### src/rtl/ddms_pkg.sv
// Shared types, constants and helpers for the duplicate detector.
// No dependencies; every other file of the block but ddms_out_if and ddms_ram uses this package.
`default_nettype none

package ddms_pkg;

  // Store capacity and derived widths
  localparam int MAX_ELEMENTS = 64;
  localparam int VALUE_W      = 32;
  localparam int ADDR_W       = $clog2(MAX_ELEMENTS);
  localparam int CNT_W        = $clog2(MAX_ELEMENTS + 1);
  localparam int JOB_DEPTH    = 2;

  // One finished set, handed from the loader to the sorter
  typedef struct packed {
    logic [CNT_W-1:0] count;
    logic             overflow;
  } job_t;

  // Write request from the loader into the first bank
  typedef struct packed {
    logic               we;
    logic [ADDR_W-1:0]  addr;
    logic [VALUE_W-1:0] data;
  } load_req_t;

  // Memory request from the sorter into both banks
  typedef struct packed {
    logic               we;
    logic               wbank;
    logic [ADDR_W-1:0]  waddr;
    logic [VALUE_W-1:0] wdata;
    logic               rbank;
    logic [ADDR_W-1:0]  raddr_a;
    logic [ADDR_W-1:0]  raddr_b;
  } mem_req_t;

  typedef enum logic [2:0] {
    BK_IDLE,
    BK_MERGE_RD,
    BK_MERGE_CMP,
    BK_SCAN_RD,
    BK_SCAN_CMP,
    BK_EMIT
  } back_state_t;

  // Bias the sign bit so that signed order becomes unsigned order
  function automatic logic [VALUE_W-1:0] order_key(input logic [VALUE_W-1:0] v);
    return v ^ {1'b1, {(VALUE_W-1){1'b0}}};
  endfunction

endpackage

`default_nettype wire

### src/rtl/ddms_in_if.sv
// Input channel: one set element per request, with an end-of-set mark.
// Depends on ddms_pkg for the value width.
`default_nettype none

interface ddms_in_if;
  logic                              valid;
  logic                              ready;
  logic signed [ddms_pkg::VALUE_W-1:0] value;
  logic                              is_last;

  modport source (output valid, output value, output is_last, input ready);
  modport sink   (input valid, input value, input is_last, output ready);
endinterface

`default_nettype wire

### src/rtl/ddms_front.sv
// Loader: accepts set elements, appends them to the store, counts and
// flags overflow, and hands a finished set to the sorter. Uses ddms_pkg.
`default_nettype none

module ddms_front (
  input  wire logic          clk,
  input  wire logic          rst,
  ddms_in_if.sink            items,
  input  wire logic          job_full,
  input  wire logic          store_release,
  output logic               job_push,
  output ddms_pkg::job_t     job,
  output ddms_pkg::load_req_t load
);
  import ddms_pkg::*;

  logic             busy;
  logic [CNT_W-1:0] count;
  logic             ovf;
  logic             accept;
  logic             room;

  // Hold off new requests while the sorter owns the store or the queue is full
  assign items.ready = !busy && !job_full;
  assign accept      = items.valid && items.ready;
  assign room        = count < CNT_W'(MAX_ELEMENTS);

  // Append the element when there is room
  assign load.we   = accept && room;
  assign load.addr = count[ADDR_W-1:0];
  assign load.data = items.value;

  // Hand over the set on the marked request
  assign job_push     = accept && items.is_last;
  assign job.count    = room ? count + CNT_W'(1) : count;
  assign job.overflow = ovf || !room;

  always_ff @(posedge clk) begin
    if (rst) begin
      busy  <= 1'b0;
      count <= '0;
      ovf   <= 1'b0;
    end else begin
      if (accept) begin
        if (items.is_last) begin
          busy  <= 1'b1;
          count <= '0;
          ovf   <= 1'b0;
        end else if (room) begin
          count <= count + CNT_W'(1);
        end else begin
          ovf <= 1'b1;
        end
      end
      if (store_release) begin
        busy <= 1'b0;
      end
    end
  end

endmodule

`default_nettype wire

### src/flat_wrapper.sv
// flat-port wrapper written by rule: the top's interface ports become plain ports
module ddms_front_flat import ddms_pkg::*;
  (clk, rst, job_full, store_release, job_push, job, load, items_valid, items_value, items_is_last, items_ready);
  ddms_in_if items_i ();
  input  wire logic clk;
  input  wire logic rst;
  input  wire logic job_full;
  input  wire logic store_release;
  output logic job_push;
  output ddms_pkg::job_t job;
  output ddms_pkg::load_req_t load;
  input wire logic [$bits(items_i.valid)-1:0] items_valid;
  input wire logic [$bits(items_i.value)-1:0] items_value;
  input wire logic [$bits(items_i.is_last)-1:0] items_is_last;
  output wire logic [$bits(items_i.ready)-1:0] items_ready;
  assign items_i.valid = items_valid;
  assign items_i.value = items_value;
  assign items_i.is_last = items_is_last;
  assign items_ready = items_i.ready;
  ddms_front u_core (.clk(clk), .rst(rst), .items(items_i), .job_full(job_full), .store_release(store_release), .job_push(job_push), .job(job), .load(load));
endmodule
### config.mk
export PLATFORM = sky130hd
export DESIGN_NAME = ddms_front_flat
export DESIGN_NICKNAME = d
export VERILOG_FILES = /design/src/rtl/ddms_pkg.sv /design/src/rtl/ddms_in_if.sv /design/src/rtl/ddms_front.sv /design/src/flat_wrapper.sv
export SDC_FILE = /design/constraint.sdc
export NUM_CORES = 1
export LEC_CHECK = 0
export BUFFER_PORTS_ARGS = -buffer_cell sky130_fd_sc_hd__buf_2
export CELL_PAD_IN_SITES_DETAIL_PLACEMENT = 1
export CELL_PAD_IN_SITES_GLOBAL_PLACEMENT = 1
export CORE_UTILIZATION = 23
export CTS_BUF_LIST = sky130_fd_sc_hd__clkbuf_16
export DETAILED_ROUTE_END_ITERATION = 10
export PLACE_DENSITY = 0.95
export SLEW_MARGIN = 20
export SYNTH_ARGS = -nofsm -noshare
export SYNTH_HDL_FRONTEND = slang
export SYNTH_SLANG_ARGS = --single-unit
### constraint.sdc
create_clock -name clk -period 2.7 [get_ports clk]
set_input_delay 0.54 -clock clk [delete_from_list [all_inputs] [get_ports clk]]
set_output_delay 0.54 -clock clk [all_outputs]
set_load 0.03 [all_outputs]
# == Word-level counts from Yosys, hierarchy flattened ==
# Index checks and enable logic that the tools add are counted.
# word_totals
register_bits,9
inputBits,38
out_inout_bits,49
elab_cells,21
# op_classes
add_sub_neg,1
magnitude_cmp,1
eq_ne,1
n_mux,4
n_reduce_logical,11
# op_table
cell,n
$mux W7,2
$add A7 B1 Y7 const B,1
$lt A7 B7 Y1 const B,1
$logic_and A1 B1 Y1,4
$reduce_and A2 Y1,2
$logic_not A1 Y1,3
$mux W1,2
$ne A2 B2 Y1 const B,1
$reduce_or A2 Y1,1
$logic_or A1 B1 Y1,1

# == Longest topological paths before layout ==
# Gate-level depths: netlist of the first run.
# logic_depth
depth_word,4
ltp_mapped,5
depth_no_buf,5

# == Worst setup path before layout of the first run ==
# OpenSTA, ideal clock, no wires.
# synth_path
path_type,input to output
from,in job_full
to,out load[38] (netlist name)
arrival_time_ns,1.443
required_ns,2.160
path_slack_ns,0.717
stages,3
n_path_buf,1
cell_sequence,or3b_4 -> buf_6 -> nor2_1
# synth_lines
element,line,text
"start, declared",flat_wrapper.sv:7,input wire logic job_full;
"end, declared",flat_wrapper.sv:11,output ddms_pkg::load_req_t load;

# == Worst setup path in the final report of the first run ==
# layout_path
from,in job_full
to,out job_push
# layout_via
elab_chain_len,4
# layout_lines
element,line,text
$logic_not A1 Y1,ddms_front.sv:24,assign items.ready = !busy && !job_full;
$logic_and A1 B1 Y1,ddms_front.sv:24,
$logic_and A1 B1 Y1,ddms_front.sv:25,assign accept = items.valid && items.ready;
$logic_and A1 B1 Y1,ddms_front.sv:34,assign job_push = accept && items.is_last;
"end, declared",flat_wrapper.sv:9,output logic job_push;
# No other way between the ends.

==> results by group, run 1 <==
Logic synthesis
  • Number of synthesized flops with an enable pin: 0
  • Seq/Total Area, Yosys: 22.7%
  • Synth warnings: 0
  • Mapped Cells: ~100
  • Syn Nets: 140
  • Async S/R FF share, synth: 0%
  • Mapped cell area: 792 sq um
  • Avg Cell Area, Syn: 7.84 sq um
  • Ys flop type: dfxtp_1
  • Synth cell types: 28
  • Synth Register Bits: 9

Power and ir drop
  • Worst vdd ir: 0.154 mV
  • Power Density: ~590 nW/um^2
  • Leak: 0.330 nW

Floorplan
  • Die ar.: approximately 3700 sq um
  • Die Width: slightly above 60 um
  • Placement row count: 20
  • Initial core utilization: 25.1%
  • Die Ht: 60.7 um
  • CORE AREA: 3150 sq um
  • # IOs: a little under 90

Clock network
  • CTS buffer count: 3
  • Hold-fix buffers, CTS: 0
  • CTS clock-pin slew for the worst setup and hold paths: roughly 0.040 ns
  • Clock root buffer: clkbuf_16
  • Skew-Pair Late Insertion Delay: between 0.2 and 0.25 ns
  • Postcts setup bufs: 0
  • Max clock buf depth: 2
  • H-tree levels: 1
  • Sink Count: 9
  • CTS tree: yes
  • CTS resizes: 0

Routing
  • Routed Antenna Nets: 0
  • Routed wire length: 1.62 mm
  • 1st-iter DRT viols: 11
  • Avg WL per Cell: 12.5 um
  • TritonRoute pass-1 iters: 3
  • Via density per instance: around 4.2
  • DR vias: 545
  • DRC Markers: 0

Worst setup path
  • Required time worst endpoint: approximately 2.2 ns
  • Critical Path Start: job_full
  • Crit start category: primary input
  • Crit path largest cell delay: 0.47 ns
  • Top cell by count, worst path: buf_2
  • Crit path capture type: output pin
  • RR Startpoint: u_core.busy
  • Critical-path cell with the highest stage delay: nor3b_1
  • Highest net fanout along the worst path: 5
  • Critical path type: primary input to output pin
  • Arrival @ worst endpoint: about 1.6 ns
  • CP Cell Sequence: buf_2 -> nor3b_1 -> and2_1 -> buf_2
  • R2R depth: 3

STA
  • Final setup vio count: 0
  • Fmax achieved: 0.472 GHz
  • Slew Viols, Final: 0
  • RSZ-0062 raised after global routing: false
  • Fin crit period: 2.12 ns
  • Clock Skews: 0.00141 ns
  • Period utilization: 78.4%
  • Worst slew margin: 62.5%
  • Fin. Hold Viols: 0
  • Final WS setup: 0.582 ns
  • Setup_tns: 0 ns
  • Worst-Margin Slew: 0.561 ns

Cells and area
  • Syn-to-layout area delta: -8.06%
  • Sequential standard cell area: about 180 sq um
  • Fillers: 405
  • Multi-input gate area: 297 sq um
  • Share of post-route cells with drive strength above 1: 34.1%
  • Nets@finish: 125
  • Ant diodes: 0
  • Final core utilization: 23.1%

Min path
  • Worst Hold Class: primary input to flop
  • HP Start: store_release
  • Hold depth: 2

Placement
  • Post-DP HPWL: 1.16 mm
  • Routability Congestion: roughly 0.7
  • PortBufs: 22
  • Pre-CTS WS: 0.579 ns

Global routing
  • Initial antenna violation count: 0
  • Global route overflow: 0
  • Vias in the first global route: 508
  • Global-route wire length before repair: 2.42 mm
  • Total track usage: 9.61%
  • Largest net degree at the start of global routing: 12

Outcome
  • Outcome: complete, no violations

Job
  • MaxCap Viol Count: 0
-- registers in the layout, summed over array words and instances, names as in the netlist --
register and flops:
u_core.count 7, u_core.busy 1, u_core.ovf 1
-- power by group --
group | internal, mW | total (mW) | switching (mW)
registers | 0.135 | 0.137 | 0.00171
logic | 0.0122 | 0.0370 | 0.0249
clock network | 0.193 | 0.258 | 0.0649
total | 0.340 | 0.432 | 0.0915
-- Yosys cell counts, types with 2 or more instances --
cell type   n  area, sq um
nor2_1      8         30.0
buf_4      38          285
nor3_1      2         10.0
or4_1       2         15.0
nand2_1     4         15.0
nor3b_1     2         15.0
xnor2_1     5         43.8
o21ai_0     3         15.0
dfxtp_1     9          180
a21oi_1     7         35.0
inv_1       2         7.51
clkbuf_1    2         7.51
or2_2       2         12.5
-- kinds of logic (layout without fill, tap and decap cells) --
| family | count (synthesis) | after routing | share of synthesized area [%] |
|---|---|---|---|
| multiplexers | 1 | 1 | 1.42 |
| flip-flops | 9 | 9 | 22.7 |
| AO/OA/AOI/OAI | 12 | 12 | 8.53 |
| XOR/XNOR | 5 | 5 | 5.53 |
| AND/OR/NAND/NOR | 29 | 29 | 20.4 |
| adder cells (fa/ha/maj) | 1 | 1 | 1.58 |
| buffers and inverters | 44 | 28 | 39.8 |
-- path summary, 6_finish.rpt --
check                          to  slack [ns]
setup / recovery         job_push        0.58
setup reg to reg  u_core.count[5]        1.21
hold / removal        u_core.busy        0.47
hold reg to reg   u_core.count[1]        0.50
-- metrics by stage --
step                instance area (sq um)  instances  hold WS [ns]  power, mW
CTS                                   728        129         0.474      0.437
floorplan                             792        101         0.429      0.255
detailed placement                    649        125         0.466      0.176
finish                                728        129         0.472      0.432
global placement                      649        125         0.467      0.174
global route                          728        129         0.485      0.449
-- worst max-delay path, delay by kind of cell --
family	cells	cell delay, ns
buffers and inverters	2	0.32
and+or+nand+nor	2	0.71
-- area by class of cell --
class	count	area share, %
clock inverters	1	0.515
multi-input cells	48	40.7
clock buffers	3	10.3
flip-flops and latches	9	24.7
inverters	2	1.03
repair buffers	22	15.1
well taps	44	7.56
-- layout by cell type, fill, tap and decap left out, types with 3 or more instances in the layout --
master      n
inv_1       3
buf_2      22
nand2_1     4
nor2_1      8
o21ai_0     3
a21oi_1     7
clkbuf_16   3
xnor2_1     5
dfxtp_1     9
-- per-layer routing --
metal / GRT usage (%) / share of wire [%] / up-vias
li1: - / - / 263
met1: 10.8 / 41 / 259
met2: 14.3 / 47 / 20
met3: 5.54 / 9.2 / 3
met4: 5.19 / 1.9 / 0
met5: 0 / 0 / -
Power figures use the tool's default switching activity.
==> run 2: changes to the inputs <==
- CORE_UTILIZATION: 23 -> 19
- PLACE_DENSITY: 0.95 -> 0.87
- clock period: 2.7 -> 1.8 ns (I/O delays scaled with it)
==> results by group, run 2 (synthesis gave the netlist of run 1 again) <==
Cells and area
  • Multi-input gate area: 307 sq um
  • Syn-to-layout area delta: -1.90%
  • Ant diodes: 0
  • Most frequent standard cell in the layout excluding fill and tap cells: buf_2
  • Sequential standard cell area: between 150 and 200 sq um
  • Most frequent cells in the layout: 20 x buf_2, 8 x nor2_1, 7 x a21oi_1
  • Share of post-route cells with drive strength above 1: 42.5%
  • Largest register FFs: 7
  • Fillers: 475
  • Regs by FF count: u_core.count x7, u_core.busy x1, u_core.ovf x1
  • Fin area: 777 sq um
  • Nets@finish: 127
  • Most flop-heavy register: u_core.count

Worst setup path
  • Critical Path Start: u_core.count[0]
  • Crit start category: flop
  • Highest net fanout along the worst path: 6
  • Arrival @ worst endpoint: 1.36 ns
  • Critical-path cell with the highest stage delay: dfxtp_4
  • CP Cell Sequence: ha_2 -> nand4_1 -> xnor2_2 -> buf_6
  • RR Startpoint: u_core.busy
  • R2R setup slack: 0.30 ns
  • Required time worst endpoint: 1.44 ns
  • Critical path type: flop to output pin
  • CP delay by family, top: flip-flops
  • Buf+Inv Stages, Crit Path: 1
  • Crit path capture type: output pin
  • Crit path largest cell delay: about 0.37 ns

Placement
  • Post-DP HPWL: 1.25 mm
  • PortBufs: 22
  • Routability Congestion: 0.704
  • Area after DPL: 664 sq um

Global routing
  • Global-route wire length before repair: between 2 and 3 mm
  • Largest net degree at the start of global routing: 12
  • Initial antenna violation count: 0
  • Total track usage: 8.69%
  • Global route overflow: 0
  • Vias in the first global route: 519

Job
  • MaxCap Viol Count: 0

Floorplan
  • Initial core utilization: 19.8%
  • Die ar.: 4430 sq um
  • Die Width: ~67 um
  • CORE AREA: approximately 4000 sq um
  • Die Ht: 66.6 um
  • Placement row count: 23
  • # IOs: 87

STA
  • WHS: 0.282 ns
  • RSZ-0062 raised after global routing: false
  • Fmax achieved: around 0.58 GHz
  • Slew Viols, Final: 0
  • Fin crit period: 1.72 ns
  • Worst slew margin: a little over four fifths
  • Clock Skews: 0.00180 ns
  • Final setup vio count: 0
  • Period utilization: 95.7%
  • Setup_tns: 0 ns
  • Worst-Margin Slew: 0.238 ns
  • Fin. Hold Viols: 0

Clock network
  • Clock root buffer: clkbuf_16
  • CTS buffer count: 3
  • CTS clock-pin slew for the worst setup and hold paths: approximately 0.040 ns
  • Skew-Pair Late Insertion Delay: roughly 0.24 ns
  • Sink Count: 9
  • Max clock buf depth: 2
  • Hold-fix buffers, CTS: 0
  • CTS tree: yes
  • H-tree levels: 1

Routing
  • TritonRoute pass-1 iters: 4
  • Via density per instance: 4.12
  • Routed wire length: 1.71 mm
  • Routed Antenna Nets: 0
  • DR vias: roughly 560
  • Avg WL per Cell: 12.5 um
  • DRC Markers: 0
  • 1st-iter DRT viols: 6

Power and ir drop
  • Leak: 0.348 nW
  • Total Power: 0.652 mW
  • Worst vdd ir: 0.320 mV
  • Power Density: 839 nW/um^2

Outcome
  • Outcome: complete, no violations

Min path
  • HP Start: store_release
  • Worst Hold Class: primary input to flop
-- run 2: cell type report --
type                            count  area share [%]
Multi-Input combinational cell     48            39.5
Timing Repair Buffer               24            17.2
Tap cell                           50            8.05
Sequential cell                     9            24.2
Clock buffer                        3            9.66
Inverter                            2           0.966
Clock inverter                      1           0.483
-- run 2: power breakdown --
part / leakage [nW] / switching, mW / internal (mW)
Sequential: 0.0749 / 0.00256 / 0.201
Combinational: 0.231 / 0.0371 / 0.0199
Clock: 0.0423 / 0.100 / 0.290
Total: 0.348 / 0.140 / 0.512
-- run 2: path summary, 6_finish.rpt --
check	endpoint	cells after the start
worst max register to register	u_core.count[3]	3
worst max-delay path	job[5]	4
worst min register to register	u_core.ovf	2
worst min-delay path	u_core.busy	2
-- run 2: repair_timing --
item / CTS / global route
buffers inserted: 0 / 1
pin swaps: 0 / 1
resized for setup: 4 / 6
endpoints found under the setup margin: 4 / 5
-- run 2: through the flow --
stage	setup slack, ns	std cells	util [%]
after floorplan	0.0878	101	-
after global placement	0.197	132	16.6
after detailed placement	0.195	132	16.6
after CTS	0.0123	136	18.9
after global routing	0.00551	137	19.4
final	0.0777	137	19.4
-- run 2: routing by layer --
metal	up-vias	wire length [um]	track usage [%]
li1	267	-	-
met1	258	746	9.77
met2	29	694	11.4
met3	10	195	4.62
met4	0	76	8.24
met5	-	0	0
==> run 3: changes to the inputs <==
- ABC_AREA: not set -> 1
- CORE_UTILIZATION: 19 -> 20
- PLACE_DENSITY: 0.87 -> 0.86
- SETUP_SLACK_MARGIN: not set -> 0.02
==> results by group, run 3 <==
Routing
  • TritonRoute pass-1 iters: 4
  • Routed wire length: 1.90 mm
  • Avg WL per Cell: 12.3 um
  • 1st-iter DRT viols: 19
  • Routed Antenna Nets: 0
  • DRC Markers: 0
  • DR vias: 598
  • Via density per instance: 3.88

Power and ir drop
  • Share of power burned in registers: a little under a third
  • Sw frac: roughly 23%
  • Power Internal: roughly 0.51 mW
  • Clock group share of total power: 59.2%
  • Worst vdd ir: 0.235 mV
  • Power Density: 755 nW/um^2
  • Combinational Power Share: under 10%
  • Net Sw Power: around 0.15 mW
  • Leak: between 0.4 and 0.5 nW

STA
  • Worst slew margin: 83.0%
  • Final setup vio count: 0
  • Fmax achieved: 0.578 GHz
  • Period utilization: 96.2%
  • Clock Skews: 0.00130 ns
  • Fin. Hold Viols: 0
  • Final WS setup: 0.0689 ns
  • Worst-Margin Slew: about 0.26 ns
  • Fin crit period: ~1.7 ns
  • Slew Viols, Final: 0
  • WHS: 0.296 ns

Logic synthesis
  • Async S/R FF share, synth: 0%
  • Mapped Cells: 118
  • Seq/Total Area, Yosys: 20.1%
  • Post-synth top area share: 32.7%
  • Avg Cell Area, Syn: between 7 and 8 sq um
  • Synth cell types: 25
  • Largest area contributor in the netlist: buf_4
  • Count leader, synth: buf_4
  • Synth Register Bits: 9
  • Mapped cell area: 896 sq um
  • Top cells by area, synth: buf_4 33%, dfxtp_1 20%, nand2_1 8.8%
  • Number of synthesized flops with an enable pin: 0
  • Synth warnings: 0
  • Synth cell count leaders: 39 x buf_4, 21 x nand2_1, 12 x inv_1, 9 x dfxtp_1, 9 x nor2_1
  • Syn Nets: 157
  • Ys flop type: dfxtp_1

Worst setup path
  • Critical path type: flop to output pin
  • R2R depth: 8
  • Crit path capture type: output pin
  • Highest net fanout along the worst path: 6
  • Required time worst endpoint: about 1.4 ns
  • Crit start category: flop
  • Arrival @ worst endpoint: 1.37 ns

Global routing
  • Vias in the first global route: 601
  • Largest net degree at the start of global routing: 11
  • Initial antenna violation count: 0
  • Total track usage: 8.00%
  • Global-route wire length before repair: 2.60 mm
  • Global route overflow: 0

Clock network
  • CTS buffer count: 3
  • Postcts setup bufs: 0
  • CTS clock-pin slew for the worst setup and hold paths: 0.04 ns
  • Sink Count: 9
  • CTS tree: yes
  • Max clock buf depth: 2
  • H-tree levels: 1
  • Skew-Pair Late Insertion Delay: around 0.24 ns
  • Clock root buffer: clkbuf_16

Outcome
  • Outcome: complete, no violations

Floorplan
  • Placement row count: 23
  • Die Width: 68.9 um
  • Die ar.: roughly 4800 sq um
  • Die Ht: approximately 69 um
  • # IOs: 87
  • Initial core utilization: 21.6%
  • CORE AREA: 4140 sq um

Placement
  • PortBufs: 22
  • Pre-CTS WS: approximately 0.16 ns
  • Post-DP HPWL: 1.36 mm
  • Routability Congestion: between 0.7 and 0.8
  • Area after DPL: about 760 sq um

Cells and area
  • Multi-input gate area: 382 sq um
  • Syn-to-layout area delta: -1.82%
  • Sequential standard cell area: 188 sq um
  • Most flop-heavy register: u_core.count
  • Fin area: 880 sq um
  • Most frequent cells in the layout: 20 x nand2_1, 20 x buf_2, 13 x inv_1
  • Fillers: 516
  • Share of post-route cells with drive strength above 1: 48.1%
  • Largest register FFs: 7
  • Ant diodes: 0
  • Final core utilization: 21.2%
  • Regs by FF count: u_core.count x7, u_core.busy x1, u_core.ovf x1
  • Nets@finish: ~140

Min path
  • Hold depth: 2
  • Worst Hold Class: primary input to flop

Job
  • MaxCap Viol Count: 0
-- run 3: cell count changes after synthesis, moves of 3 or more --
cell     delta
a21oi_1     -6
a21oi_2     +3
nor2_4      +3
xnor2_1     -5
nand2_1    +17
inv_1      +10
o21ai_0     -3
-- run 3: path summary, 6_finish.rpt --
| check | endpoint | from | slack, ns |
|---|---|---|---|
| worst min register to register | u_core.ovf | u_core.ovf | 0.46 |
| worst max register to register | u_core.count[2] | u_core.count[0] | 0.59 |
| worst max-delay path | job[5] | u_core.count[0] | 0.07 |
| worst min-delay path | u_core.busy | store_release | 0.30 |
-- run 3: per-layer routing --
| metal | vias up | global-route usage (%) | routed length [um] |
|---|---|---|---|
| met5 | - | 0 | 0 |
| met4 | 0 | 6.63 | 48 |
| li1 | 295 | - | - |
| met3 | 5 | 2.63 | 169 |
| met2 | 18 | 13.7 | 947 |
| met1 | 280 | 7.75 | 733 |
-- run 3: power groups by stage --
stage	registers [mW]	clock network [mW]	logic, mW
after floorplan	0.208	0	0.181
final	0.205	0.393	0.0660
after global routing	0.205	0.413	0.0711
after detailed placement	0.209	0	0.0664
after CTS	0.205	0.404	0.0669
after global placement	0.208	0	0.0658
-- run 3: timing repair --
item                       4_1_cts  5_1_grt
hold endpoints to repair         0        0
hold buffers                     0        0
setup endpoints to repair        4        4
gates resized for setup          5        8
-- run 3: layout make-up --
cell class	instances	area share [%]
clock inverters	1	0.427
inverters	13	6.12
clock buffers	3	8.53
well taps	50	7.11
flip-flops and latches	9	21.3
repair buffers	22	13.1
multi-input cells	56	43.4
-- run 3: critical path: stages, from the launching register on --
cell and delay (ns):
dfxtp_4 0.38, ha_2 0.20, nand2_2 0.06, nor2_2 0.12, nand2_1 0.08, nand2_1 0.07, nand2_1 0.06, buf_4 0.17
-- run 3: stage by stage --
step	TNS (ns)	std cells	power [mW]
floorplan	0	118	0.388
global placement	0	150	0.274
detailed placement	0	150	0.275
CTS	0	154	0.676
global route	-0.00986	154	0.689
finish	0	154	0.664
-- run 3: cells by family after synthesis --
kind of cell | after synthesis | share of synthesized area, %
fa+ha+maj | 1 | 1.40
buf+inv | 53 | 39.9
simple gates | 46 | 31.0
flops | 9 | 20.1
compound gates | 9 | 7.54
